**config.mk**
```make
export PLATFORM = sky130hd
export DESIGN_NAME = tdq_ctrl
export DESIGN_NICKNAME = d
export VERILOG_FILES = /design/src/rtl/tdq_pkg.sv /design/src/rtl/tdq_ctrl.sv
export SDC_FILE = /design/constraint.sdc
export NUM_CORES = 1
export LEC_CHECK = 0
export BUFFER_PORTS_ARGS = -buffer_cell sky130_fd_sc_hd__buf_2
export CELL_PAD_IN_SITES_DETAIL_PLACEMENT = 1
export CELL_PAD_IN_SITES_GLOBAL_PLACEMENT = 1
export CORE_ASPECT_RATIO = 1.5
export CORE_MARGIN = 1.5
export CORE_UTILIZATION = 42
export CTS_BUF_LIST = sky130_fd_sc_hd__clkbuf_4
export DETAILED_ROUTE_END_ITERATION = 10
export PLACE_DENSITY = 0.87
export SLEW_MARGIN = 15
export SYNTH_ARGS = -nofsm -noshare
export SYNTH_HDL_FRONTEND = slang
export SYNTH_SLANG_ARGS = --single-unit
```
**constraint.sdc**
```tcl
create_clock -name aclk -period 7.5 [get_ports aclk]
set_clock_uncertainty 0.1 [all_clocks]
set_input_delay 1.5 -clock aclk [delete_from_list [all_inputs] [get_ports aclk]]
set_output_delay 1.5 -clock aclk [all_outputs]
set_load 0.01 [all_outputs]
```
**src/rtl/tdq_pkg.sv**
```systemverilog
package tdq_pkg;

    localparam int ID_W       = 4;
    localparam int INTERVAL_W = 31;
    localparam int TIME_W     = 32;
    localparam int CMD_W      = 2;

    localparam logic [CMD_W-1:0] CMD_ARM    = 2'd0;
    localparam logic [CMD_W-1:0] CMD_DISARM = 2'd1;
    localparam logic [CMD_W-1:0] CMD_TICK   = 2'd2;

    typedef enum logic [2:0] {
        CELL_HOLD,
        CELL_REMOVE,
        CELL_COMPACT,
        CELL_APPEND,
        CELL_MARK
    } cell_op_t;

    typedef enum logic [2:0] {
        ST_IDLE,
        ST_REMOVE,
        ST_COMPACT,
        ST_APPEND,
        ST_MARK,
        ST_SCAN
    } state_t;

    typedef struct packed {
        logic [ID_W-1:0]       id;
        logic [TIME_W-1:0]     deadline;
        logic [INTERVAL_W-1:0] interval;
        logic                  periodic;
        logic                  due;
    } entry_t;

    typedef struct packed {
        logic                  valid;
        logic [TIME_W-1:0]     age;
        logic [ID_W-1:0]       id;
        logic [INTERVAL_W-1:0] interval;
        logic                  periodic;
    } tok_t;

    typedef struct packed {
        cell_op_t          kind;
        entry_t            entry;
        logic [TIME_W-1:0] now;
    } cell_ctrl_t;

endpackage

```
**src/rtl/tdq_ctrl.sv**
```systemverilog
module tdq_ctrl
    import tdq_pkg::*;
#(
    parameter int NUM_TIMERS = 16
) (
    input  logic                               aclk,
    input  logic                               aresetn,
    input  logic                               s_tvalid,
    output logic                               s_tready,
    input  logic [39:0]                        s_tdata,   // timer_id, interval_ms, periodic
    input  logic [1:0]                         s_tuser,   // cmd
    output logic                               m_tvalid,
    input  logic                               m_tready,
    output logic [7:0]                         m_tdata,   // expired_id, rearmed
    output logic                               m_tlast,
    output cell_ctrl_t                         ctrl_o,
    output logic [$clog2(NUM_TIMERS+1)-1:0]    count_o,
    input  logic                               match_any_i,
    input  tok_t                               best_i
);

    localparam int CNT_W = $clog2(NUM_TIMERS + 1);

    state_t            state_reg, state_next;
    logic [CNT_W-1:0]  cnt_reg, cnt_next;
    logic [CNT_W-1:0]  count_reg, count_next;
    logic [TIME_W-1:0] now_reg, now_next;
    entry_t            op_reg, op_next;
    logic              append_reg, append_next;
    logic              tick_reg, tick_next;
    logic              pend_valid_reg, pend_valid_next;
    logic [ID_W-1:0]   pend_id_reg, pend_id_next;
    logic              pend_periodic_reg, pend_periodic_next;
    logic              out_valid_reg, out_valid_next;
    logic [ID_W-1:0]   out_id_reg, out_id_next;
    logic              out_rearmed_reg, out_rearmed_next;
    logic              out_last_reg, out_last_next;

    logic [CMD_W-1:0]      in_cmd;
    logic [ID_W-1:0]       in_id;
    logic [INTERVAL_W-1:0] in_interval;
    logic                  in_periodic;
    logic                  id_ok;
    logic                  out_free;

    assign in_cmd      = s_tuser;
    assign in_id       = s_tdata[3:0];
    assign in_interval = s_tdata[34:4];
    assign in_periodic = s_tdata[35];
    assign id_ok       = 32'(in_id) < NUM_TIMERS;
    assign out_free    = !out_valid_reg || m_tready;

    assign m_tvalid = out_valid_reg;
    assign m_tdata  = {3'b000, out_rearmed_reg, out_id_reg};
    assign m_tlast  = out_last_reg;
    assign count_o  = count_reg;

    always_comb begin
        state_next         = state_reg;
        cnt_next           = cnt_reg;
        count_next         = count_reg;
        now_next           = now_reg;
        op_next            = op_reg;
        append_next        = append_reg;
        tick_next          = tick_reg;
        pend_valid_next    = pend_valid_reg;
        pend_id_next       = pend_id_reg;
        pend_periodic_next = pend_periodic_reg;
        out_valid_next     = out_valid_reg && !m_tready;
        out_id_next        = out_id_reg;
        out_rearmed_next   = out_rearmed_reg;
        out_last_next      = out_last_reg;
        case (state_reg)
            ST_IDLE: begin
                if (s_tvalid) begin
                    if ((in_cmd == CMD_ARM || in_cmd == CMD_DISARM) && id_ok) begin
                        op_next.id       = in_id;
                        op_next.deadline = now_reg + {1'b0, in_interval};
                        op_next.interval = in_interval;
                        op_next.periodic = in_periodic;
                        op_next.due      = 1'b0;
                        append_next      = (in_cmd == CMD_ARM);
                        tick_next        = 1'b0;
                        state_next       = ST_REMOVE;
                    end else if (in_cmd == CMD_TICK) begin
                        now_next   = now_reg + TIME_W'(1);
                        tick_next  = 1'b1;
                        state_next = ST_MARK;
                    end
                end
            end
            ST_REMOVE: begin
                count_next = count_reg - CNT_W'(match_any_i);
                cnt_next   = '0;
                state_next = ST_COMPACT;
            end
            ST_COMPACT: begin
                cnt_next = cnt_reg + CNT_W'(1);
                if (cnt_reg == CNT_W'(NUM_TIMERS - 1)) begin
                    cnt_next = '0;
                    if (append_reg) begin
                        state_next = ST_APPEND;
                    end else if (tick_reg) begin
                        state_next = ST_SCAN;
                    end else begin
                        state_next = ST_IDLE;
                    end
                end
            end
            ST_APPEND: begin
                count_next = count_reg + CNT_W'(1);
                cnt_next   = '0;
                state_next = tick_reg ? ST_SCAN : ST_IDLE;
            end
            ST_MARK: begin
                cnt_next   = '0;
                state_next = ST_SCAN;
            end
            ST_SCAN: begin
                if (cnt_reg != CNT_W'(NUM_TIMERS)) begin
                    cnt_next = cnt_reg + CNT_W'(1);
                end else if (best_i.valid) begin
                    if (!pend_valid_reg || out_free) begin
                        if (pend_valid_reg) begin
                            out_valid_next   = 1'b1;
                            out_id_next      = pend_id_reg;
                            out_rearmed_next = pend_periodic_reg;
                            out_last_next    = 1'b0;
                        end
                        pend_valid_next    = 1'b1;
                        pend_id_next       = best_i.id;
                        pend_periodic_next = best_i.periodic;
                        op_next.id         = best_i.id;
                        op_next.deadline   = now_reg + {1'b0, best_i.interval};
                        op_next.interval   = best_i.interval;
                        op_next.periodic   = best_i.periodic;
                        op_next.due        = 1'b0;
                        append_next        = best_i.periodic;
                        state_next         = ST_REMOVE;
                    end
                end else if (!pend_valid_reg) begin
                    state_next = ST_IDLE;
                end else if (out_free) begin
                    out_valid_next   = 1'b1;
                    out_id_next      = pend_id_reg;
                    out_rearmed_next = pend_periodic_reg;
                    out_last_next    = 1'b1;
                    pend_valid_next  = 1'b0;
                    state_next       = ST_IDLE;
                end
            end
            default: begin
                state_next = ST_IDLE;
            end
        endcase
    end

    always_comb begin
        s_tready     = 1'b0;
        ctrl_o.kind  = CELL_HOLD;
        ctrl_o.entry = op_reg;
        ctrl_o.now   = now_reg;
        case (state_reg)
            ST_IDLE:    s_tready    = 1'b1;
            ST_REMOVE:  ctrl_o.kind = CELL_REMOVE;
            ST_COMPACT: ctrl_o.kind = CELL_COMPACT;
            ST_APPEND:  ctrl_o.kind = CELL_APPEND;
            ST_MARK:    ctrl_o.kind = CELL_MARK;
            default:    ctrl_o.kind = CELL_HOLD;
        endcase
    end

    always_ff @(posedge aclk) begin
        if (!aresetn) begin
            state_reg      <= ST_IDLE;
            cnt_reg        <= '0;
            count_reg      <= '0;
            now_reg        <= '0;
            append_reg     <= 1'b0;
            tick_reg       <= 1'b0;
            pend_valid_reg <= 1'b0;
            out_valid_reg  <= 1'b0;
        end else begin
            state_reg      <= state_next;
            cnt_reg        <= cnt_next;
            count_reg      <= count_next;
            now_reg        <= now_next;
            append_reg     <= append_next;
            tick_reg       <= tick_next;
            pend_valid_reg <= pend_valid_next;
            out_valid_reg  <= out_valid_next;
        end
    end

    always_ff @(posedge aclk) begin
        op_reg            <= op_next;
        pend_id_reg       <= pend_id_next;
        pend_periodic_reg <= pend_periodic_next;
        out_id_reg        <= out_id_next;
        out_rearmed_reg   <= out_rearmed_next;
        out_last_reg      <= out_last_next;
    end

endmodule

```
==> impl_metrics.csv, run 1 <==
group,metric,value,unit
clock_tree,path_clk_slew,130,ps
min_path,hold_class,"reg -> reg",
floorplan,pin_count,236,
floorplan,num_rows,58,
global_routing,grt_first_pass_wirelength,32100,um
global_routing,grt_max_degree,71,
floorplan,coreArea,16700,um2
pwr,powerDensity,207,nW/um2
clock_tree,post_cts_resized,0,
detailed_routing,drt_drc_violations_left,0,
global_routing,antenna_found_initial,1,
pwr,combPwrFrac,23.3,%
final_layout,fillers,2015,
clock_tree,cts.sinks,128,
clock_tree,clk_latency,580,ps
sta,max_freq,0.204,GHz
logic_synthesis,synth_edf_count,79,
clock_tree,cts_max_path_buffers,2,
logic_synthesis,synth-seq-cells,128,
pwr,finalPower,1.77,mW
global_routing,grt.total_usage,23.8,%
sta,tightest_slew,1120,ps
detailed_routing,dr.first_iter.drc_count,226,
placed_design,dp_slack,2490,ps
sta,relSlewSlack,24.4,%
detailed_routing,highest_layer,"met4",
sta,rsz0062_at_grt,"no",
pwr,p_int,1.18,mW
detailed_routing,wl_met2,11500,um
clock_tree,hold_buffers,0,
detailed_routing,ant_nets,0,
pwr,vdd_drop_max,187,uV
detailed_routing,wl_met1,7160,um
final_layout,stdcell_count,1143,
floorplan,die_area,17700,um2
final_layout,layout-drive-gt1-share,27.3,%
pwr,seqPwrFrac,50.9,%
sta,worst_slack,2590,ps
detailed_routing,routed_wl,20500,um
final_layout,nNetsFinal,1080,
sta,slew_viol_final,0,
placed_design,io_buffers,195,
final_layout,area_delta_synth_final,20.2,%
detailed_routing,first_pass_iters,4,
placed_design,hpwlAfterDp,15800,um
global_routing,first_global_vias,6339,
floorplan,start_util,42.6,%
logic_synthesis,async_flop_share,0,%
sta,tns,0,ps
sta,timing_hold_violations_final,0,
worst_setup_path,arrival,5160,ps
pwr,p_clk_share,25.8,%
clock_tree,tritoncts,"done",
logic_synthesis,synthDistinctLibCells,67,
worst_setup_path,critPathMaxFanout,19,
final_layout,largest_register_ffs,68,
logic_synthesis,synthFlopType,"edfxtp_1",
placed_design,gp_congestion,0.840,
pwr,switchingPower,589,uW
clock_tree,post_cts_buffers,0,
floorplan,fp.dieH,162,um
placed_design,dp_cells,1110,
logic_synthesis,syn_area,7110,um2
outcome,outcome,"completed",
logic_synthesis,ys_warn_count,0,
global_routing,overflow,0,
worst_setup_path,cp.required,7750,ps
final_layout,multi_input_area,3580,um2
clock_tree,root_buffer,"clkbuf_4",
detailed_routing,wl_met3,1150,um
logic_synthesis,yosysSeqAreaShare,47.2,%
pwr,p_leak,3.94,nW
detailed_routing,wl_per_cell,17.9,um
clock_tree,cts_buffers,17,
sta,setup_viol,0,
detailed_routing,via_per_inst,5.37,
floorplan,die_x,109,um
clock_tree,htreeDepth,4,
final_layout,regArea,3350,um2
sta,final_period_minus_worst_setup_slack,4910,ps
sta,min_period_over_period,65.5,%
logic_synthesis,synthCells,723,
worst_setup_path,critical_path_class,"reg -> reg",
pwr,swShare,33.3,%
job,drv_cap,0,
detailed_routing,vias,6137,
worst_setup_path,critical_path.endpoint_type,"flip-flop",
logic_synthesis,synth.avg_cell_area,9.83,um2
worst_setup_path,startpoint_type,"flip-flop",
-- area by class of cell --
| class | instances | share of cell area (%) |
|---|---|---|
| inverters | 21 | 0.922 |
| diodes | 1 | 0.0293 |
| clock buffers | 17 | 1.49 |
| multi-input cells | 552 | 41.9 |
| repair buffers | 199 | 11.8 |
| flip-flops and latches | 128 | 39.2 |
| clock inverters | 15 | 1.61 |
| well taps | 210 | 3.07 |
-- critical path, stage by stage, from the launching register on --
cell       delay [ps]
dfxtp_1           670
inv_1             200
nor3b_2           230
buf_4             300
nand2_1            80
nand2_1            80
ha_1              210
inv_1              70
fa_1              410
and2b_1           240
o2111ai_1         200
a2111oi_0         830
o21ai_0           320
nand2_1           340
a21oi_1           130
a311o_1           280
-- cell usage after synthesis (3+ instances only) --
cell type	number	area (um2)
xor2_1	24	210
nand2_1	154	578
or3_1	4	25.0
and3_1	8	50.1
xnor2_1	38	333
edfxtp_1	79	2370
a21oi_1	45	225
mux2i_1	5	50.1
and2_1	29	181
buf_4	6	45.0
nand3_1	14	70.1
dfxtp_1	49	981
a31oi_1	4	25.0
a21o_1	18	135
and4_1	6	52.6
a211oi_1	4	30.0
o21ai_0	22	110
o211ai_1	4	30.0
nand2b_1	7	43.8
and2_2	3	22.5
inv_1	20	75.1
ha_1	43	538
a21boi_0	4	30.0
clkbuf_1	17	63.8
nor3_1	7	35.0
nand4_1	10	62.6
nor2_1	27	101
nor2b_1	16	100
o21a_1	8	60.1
-- metrics by stage --
step / area [um2] / util (%) / hold slack [ps]
detailed placement: 8280 / 49.6 / 309
global placement: 8280 / 49.6 / 302
finish: 8550 / 51.2 / 335
CTS: 8540 / 51.2 / 341
floorplan: 7120 / - / 300
global route: 8550 / 51.2 / 351
-- path summary, 6_finish.rpt --
| check | from | to | slack, ps | depth (start not counted) |
|---|---|---|---|---|
| max reg2reg | state_reg[2]$_SDFFE_PN0P_ | ctrl_o[89]$_DFFE_PP_ | 2590 | 15 |
| min | pend_id_reg[2]$_DFFE_PP_ | out_id_reg[2]$_DFFE_PP_ | 330 | 0 |
| min reg2reg | pend_id_reg[2]$_DFFE_PP_ | out_id_reg[2]$_DFFE_PP_ | 330 | 0 |
| max | state_reg[2]$_SDFFE_PN0P_ | ctrl_o[89]$_DFFE_PP_ | 2590 | 15 |
-- kinds of logic after synthesis --
| kind of cell | after synthesis | synth area share (%) |
|---|---|---|
| AND/OR/NAND/NOR | 300 | 20.4 |
| AO/OA/AOI/OAI | 136 | 13.1 |
| flip-flops | 128 | 47.2 |
| XOR/XNOR | 62 | 7.64 |
| buffers and inverters | 46 | 2.87 |
| adder cells (fa/ha/maj) | 45 | 8.13 |
| multiplexers | 5 | 0.704 |
| other | 1 | 0.0527 |
-- power by group through the flow --
stage / clock [mW] / combinational, mW / sequential (mW)
final: 0.456 / 0.412 / 0.900
after global routing: 0.496 / 0.457 / 0.912
after CTS: 0.469 / 0.420 / 0.901
after detailed placement: 0 / 0.418 / 0.917
after global placement: 0 / 0.403 / 0.913
after floorplan: 0 / 0.221 / 0.948
-- per-layer routing --
layer / track usage, % / vias up
met5: 0 / -
met3: 5.24 / 52
met1: 23.6 / 2972
met2: 46.1 / 170
met4: 10.6 / 0
li1: - / 2943
-- cell usage in the layout (no fill, tap or decap), types with 7 or more instances in the layout --
cell type / synthesis / routed
a21o_1: 18 / 18
a21oi_1: 45 / 45
and2_1: 29 / 29
and3_1: 8 / 8
buf_2: 1 / 195
clkbuf_4: 0 / 17
dfxtp_1: 49 / 49
edfxtp_1: 79 / 79
ha_1: 43 / 43
inv_1: 20 / 20
nand2_1: 154 / 154
nand2b_1: 7 / 7
nand3_1: 14 / 14
nand4_1: 10 / 10
nor2_1: 27 / 27
nor2b_1: 16 / 16
nor3_1: 7 / 7
o21a_1: 8 / 8
o21ai_0: 22 / 22
xnor2_1: 38 / 38
xor2_1: 24 / 24
Power figures use the tool's default switching activity.
==> inputs of run 2 (changes only) <==
--- a/config.mk
+++ b/config.mk
@@ -10,10 +10,10 @@
 export CELL_PAD_IN_SITES_GLOBAL_PLACEMENT = 1
 export CORE_ASPECT_RATIO = 1.5
 export CORE_MARGIN = 1.5
-export CORE_UTILIZATION = 42
+export CORE_UTILIZATION = 35
 export CTS_BUF_LIST = sky130_fd_sc_hd__clkbuf_4
 export DETAILED_ROUTE_END_ITERATION = 10
-export PLACE_DENSITY = 0.87
+export PLACE_DENSITY = 0.77
 export SLEW_MARGIN = 15
 export SYNTH_ARGS = -nofsm -noshare
 export SYNTH_HDL_FRONTEND = slang
==> constraint.sdc (replaced) <==
create_clock -name aclk -period 4.5 [get_ports aclk]
set_clock_uncertainty 0.1 [all_clocks]
set_input_delay 0.9 -clock aclk [delete_from_list [all_inputs] [get_ports aclk]]
set_output_delay 0.9 -clock aclk [all_outputs]
set_load 0.01 [all_outputs]
==> run 2 against run 1 <==
Against the previous run: global-route usage is 4.1 points lower; worst setup slack worse by 2100 ps; cell count is 5.2% higher; count of clock-buffer cells in the layout is 1 higher; sequential share of layout area is 1.1 points lower; wire length is 0.46% lower; non-clock buffer count is 10 higher; die area is 20% higher; utilization is 6.9 points lower; sequential power is 64% higher; highest routed layer unchanged.
==> impl_metrics.csv, run 2 (same netlist as run 1, synthesis figures left out) <==
group,metric,value,unit
floorplan,die_area,21200,um2
floorplan,die_x,119,um
final_layout,nNetsFinal,1090,
clock_tree,clk_latency,560,ps
floorplan,pin_count,236,
global_routing,overflow,0,
clock_tree,cts_max_path_buffers,2,
global_routing,grt_first_pass_wirelength,32400,um
clock_tree,post_cts_buffers,0,
detailed_routing,ant_nets,0,
sta,setup_viol,0,
final_layout,largest_register_ffs,68,
final_layout,multi_input_area,3580,um2
final_layout,stdcell_count,1203,
clock_tree,path_clk_slew,120,ps
worst_setup_path,critical_path_class,"reg -> reg",
detailed_routing,drt_drc_violations_left,0,
pwr,vdd_drop_max,156,uV
clock_tree,tritoncts,"done",
min_path,hold_class,"reg -> reg",
sta,tns,0,ps
clock_tree,post_cts_resized,0,
sta,max_freq,0.246,GHz
floorplan,coreArea,19900,um2
detailed_routing,via_per_inst,4.99,
sta,rsz0062_at_grt,"no",
sta,relSlewSlack,45.4,%
worst_setup_path,cp.required,4710,ps
global_routing,grt.total_usage,19.7,%
detailed_routing,dr.first_iter.drc_count,220,
global_routing,grt_max_degree,47,
global_routing,first_global_vias,6414,
min_path,whs_path_depth,0,
final_layout,fillers,2393,
detailed_routing,routed_wl,20400,um
worst_setup_path,startpoint_type,"flip-flop",
floorplan,num_rows,63,
outcome,outcome,"completed",
global_routing,antenna_found_initial,1,
detailed_routing,first_pass_iters,5,
placed_design,dp_cells,1170,
floorplan,start_util,35.8,%
pwr,powerDensity,365,nW/um2
placed_design,gp_congestion,0.879,
sta,final_period_minus_worst_setup_slack,4060,ps
final_layout,layout-drive-gt1-share,28.0,%
clock_tree,htreeDepth,4,
sta,min_period_over_period,90.2,%
detailed_routing,wl_per_cell,17.0,um
final_layout,final_cell_mix,"buf_2, nand2_1, edfxtp_1",
final_layout,area_delta_synth_final,23.8,%
worst_setup_path,critPathMaxFanout,6,
clock_tree,root_buffer,"clkbuf_4",
clock_tree,cts.sinks,128,
detailed_routing,vias,6003,
worst_setup_path,rr_worst_depth,15,
job,drv_cap,0,
worst_setup_path,critical_path.endpoint_type,"flip-flop",
floorplan,fp.dieH,178,um
placed_design,io_buffers,195,
sta,tightest_slew,811,ps
pwr,p_leak,4.06,nW
clock_tree,cts_buffers,17,
clock_tree,hold_buffers,0,
placed_design,hpwlAfterDp,16200,um
final_layout,regArea,3350,um2
sta,timing_hold_violations_final,0,
worst_setup_path,arrival,4270,ps
final_layout,final_common_cell,"buf_2",
sta,slew_viol_final,0,
==> run 2: cell types whose count changed in the layout (fill, tap and decap cells not counted), sizes merged <==
cell,change
clkbuf,+1
clkinvlp,-4
buf,+10
inv,-2
bufinv,+5
==> run 2: power by group <==
| part | switching, mW | internal [mW] |
|---|---|---|
| clock | 0.454 | 0.559 |
| combinational | 0.447 | 0.278 |
| sequential | 0.0511 | 1.43 |
| total | 0.953 | 2.26 |
==> run 2: final cells by class <==
class	instances	share of cell area (%)
sequential	128	38.1
clock inverter	14	2.69
clock buffer	18	1.53
multi-input combinational	552	40.6
inverter	21	0.895
antenna	1	0.0284
timing repair buffer	209	12.4
tap	260	3.70
==> run 2: through the flow <==
| stage | worst slack, ps | power, mW | cell area, um2 | util (%) | hold slack, ps |
|---|---|---|---|---|---|
| finish | 440 | 3.22 | 8800 | 44.3 | 333 |
| global route | 158 | 3.38 | 8800 | 44.3 | 343 |
| CTS | 417 | 3.27 | 8800 | 44.3 | 336 |
| detailed placement | 430 | 2.25 | 8430 | 42.4 | 307 |
| global placement | 438 | 2.23 | 8430 | 42.4 | 300 |
| floorplan | 354 | 1.95 | 7120 | - | 300 |
==> run 2: critical path, cell delays in order (launching register included) <==
cell       delay [ps]
dfxtp_1           350
inv_1              80
nor3b_2           470
nand2_1           110
nand2_1           100
ha_1              220
inv_1              80
fa_1              410
and2b_1           240
o2111ai_1         210
a2111oi_0         480
buf_4             190
o21ai_0           120
nand2_1           270
a21oi_1           110
a311o_1           280
==> run 2: worst paths after layout <==
path | slack, ps | startpoint | to
worst max-delay path | 440 | state_reg[2]$_SDFFE_PN0P_ | ctrl_o[89]$_DFFE_PP_
worst min-delay path | 330 | pend_id_reg[3]$_DFFE_PP_ | out_id_reg[3]$_DFFE_PP_
worst max register to register | 440 | state_reg[2]$_SDFFE_PN0P_ | ctrl_o[89]$_DFFE_PP_
worst min register to register | 330 | pend_id_reg[3]$_DFFE_PP_ | out_id_reg[3]$_DFFE_PP_
==> run 2: layer usage <==
metal  vias to the layer above  GRT usage, %  routed length [um]
li1                       2948             -                   -
met1                      2878          19.7                7540
met2                       139          39.3               11500
met3                        38          4.02                 852
met4                         0          7.99                 541
met5                         -             0                   0
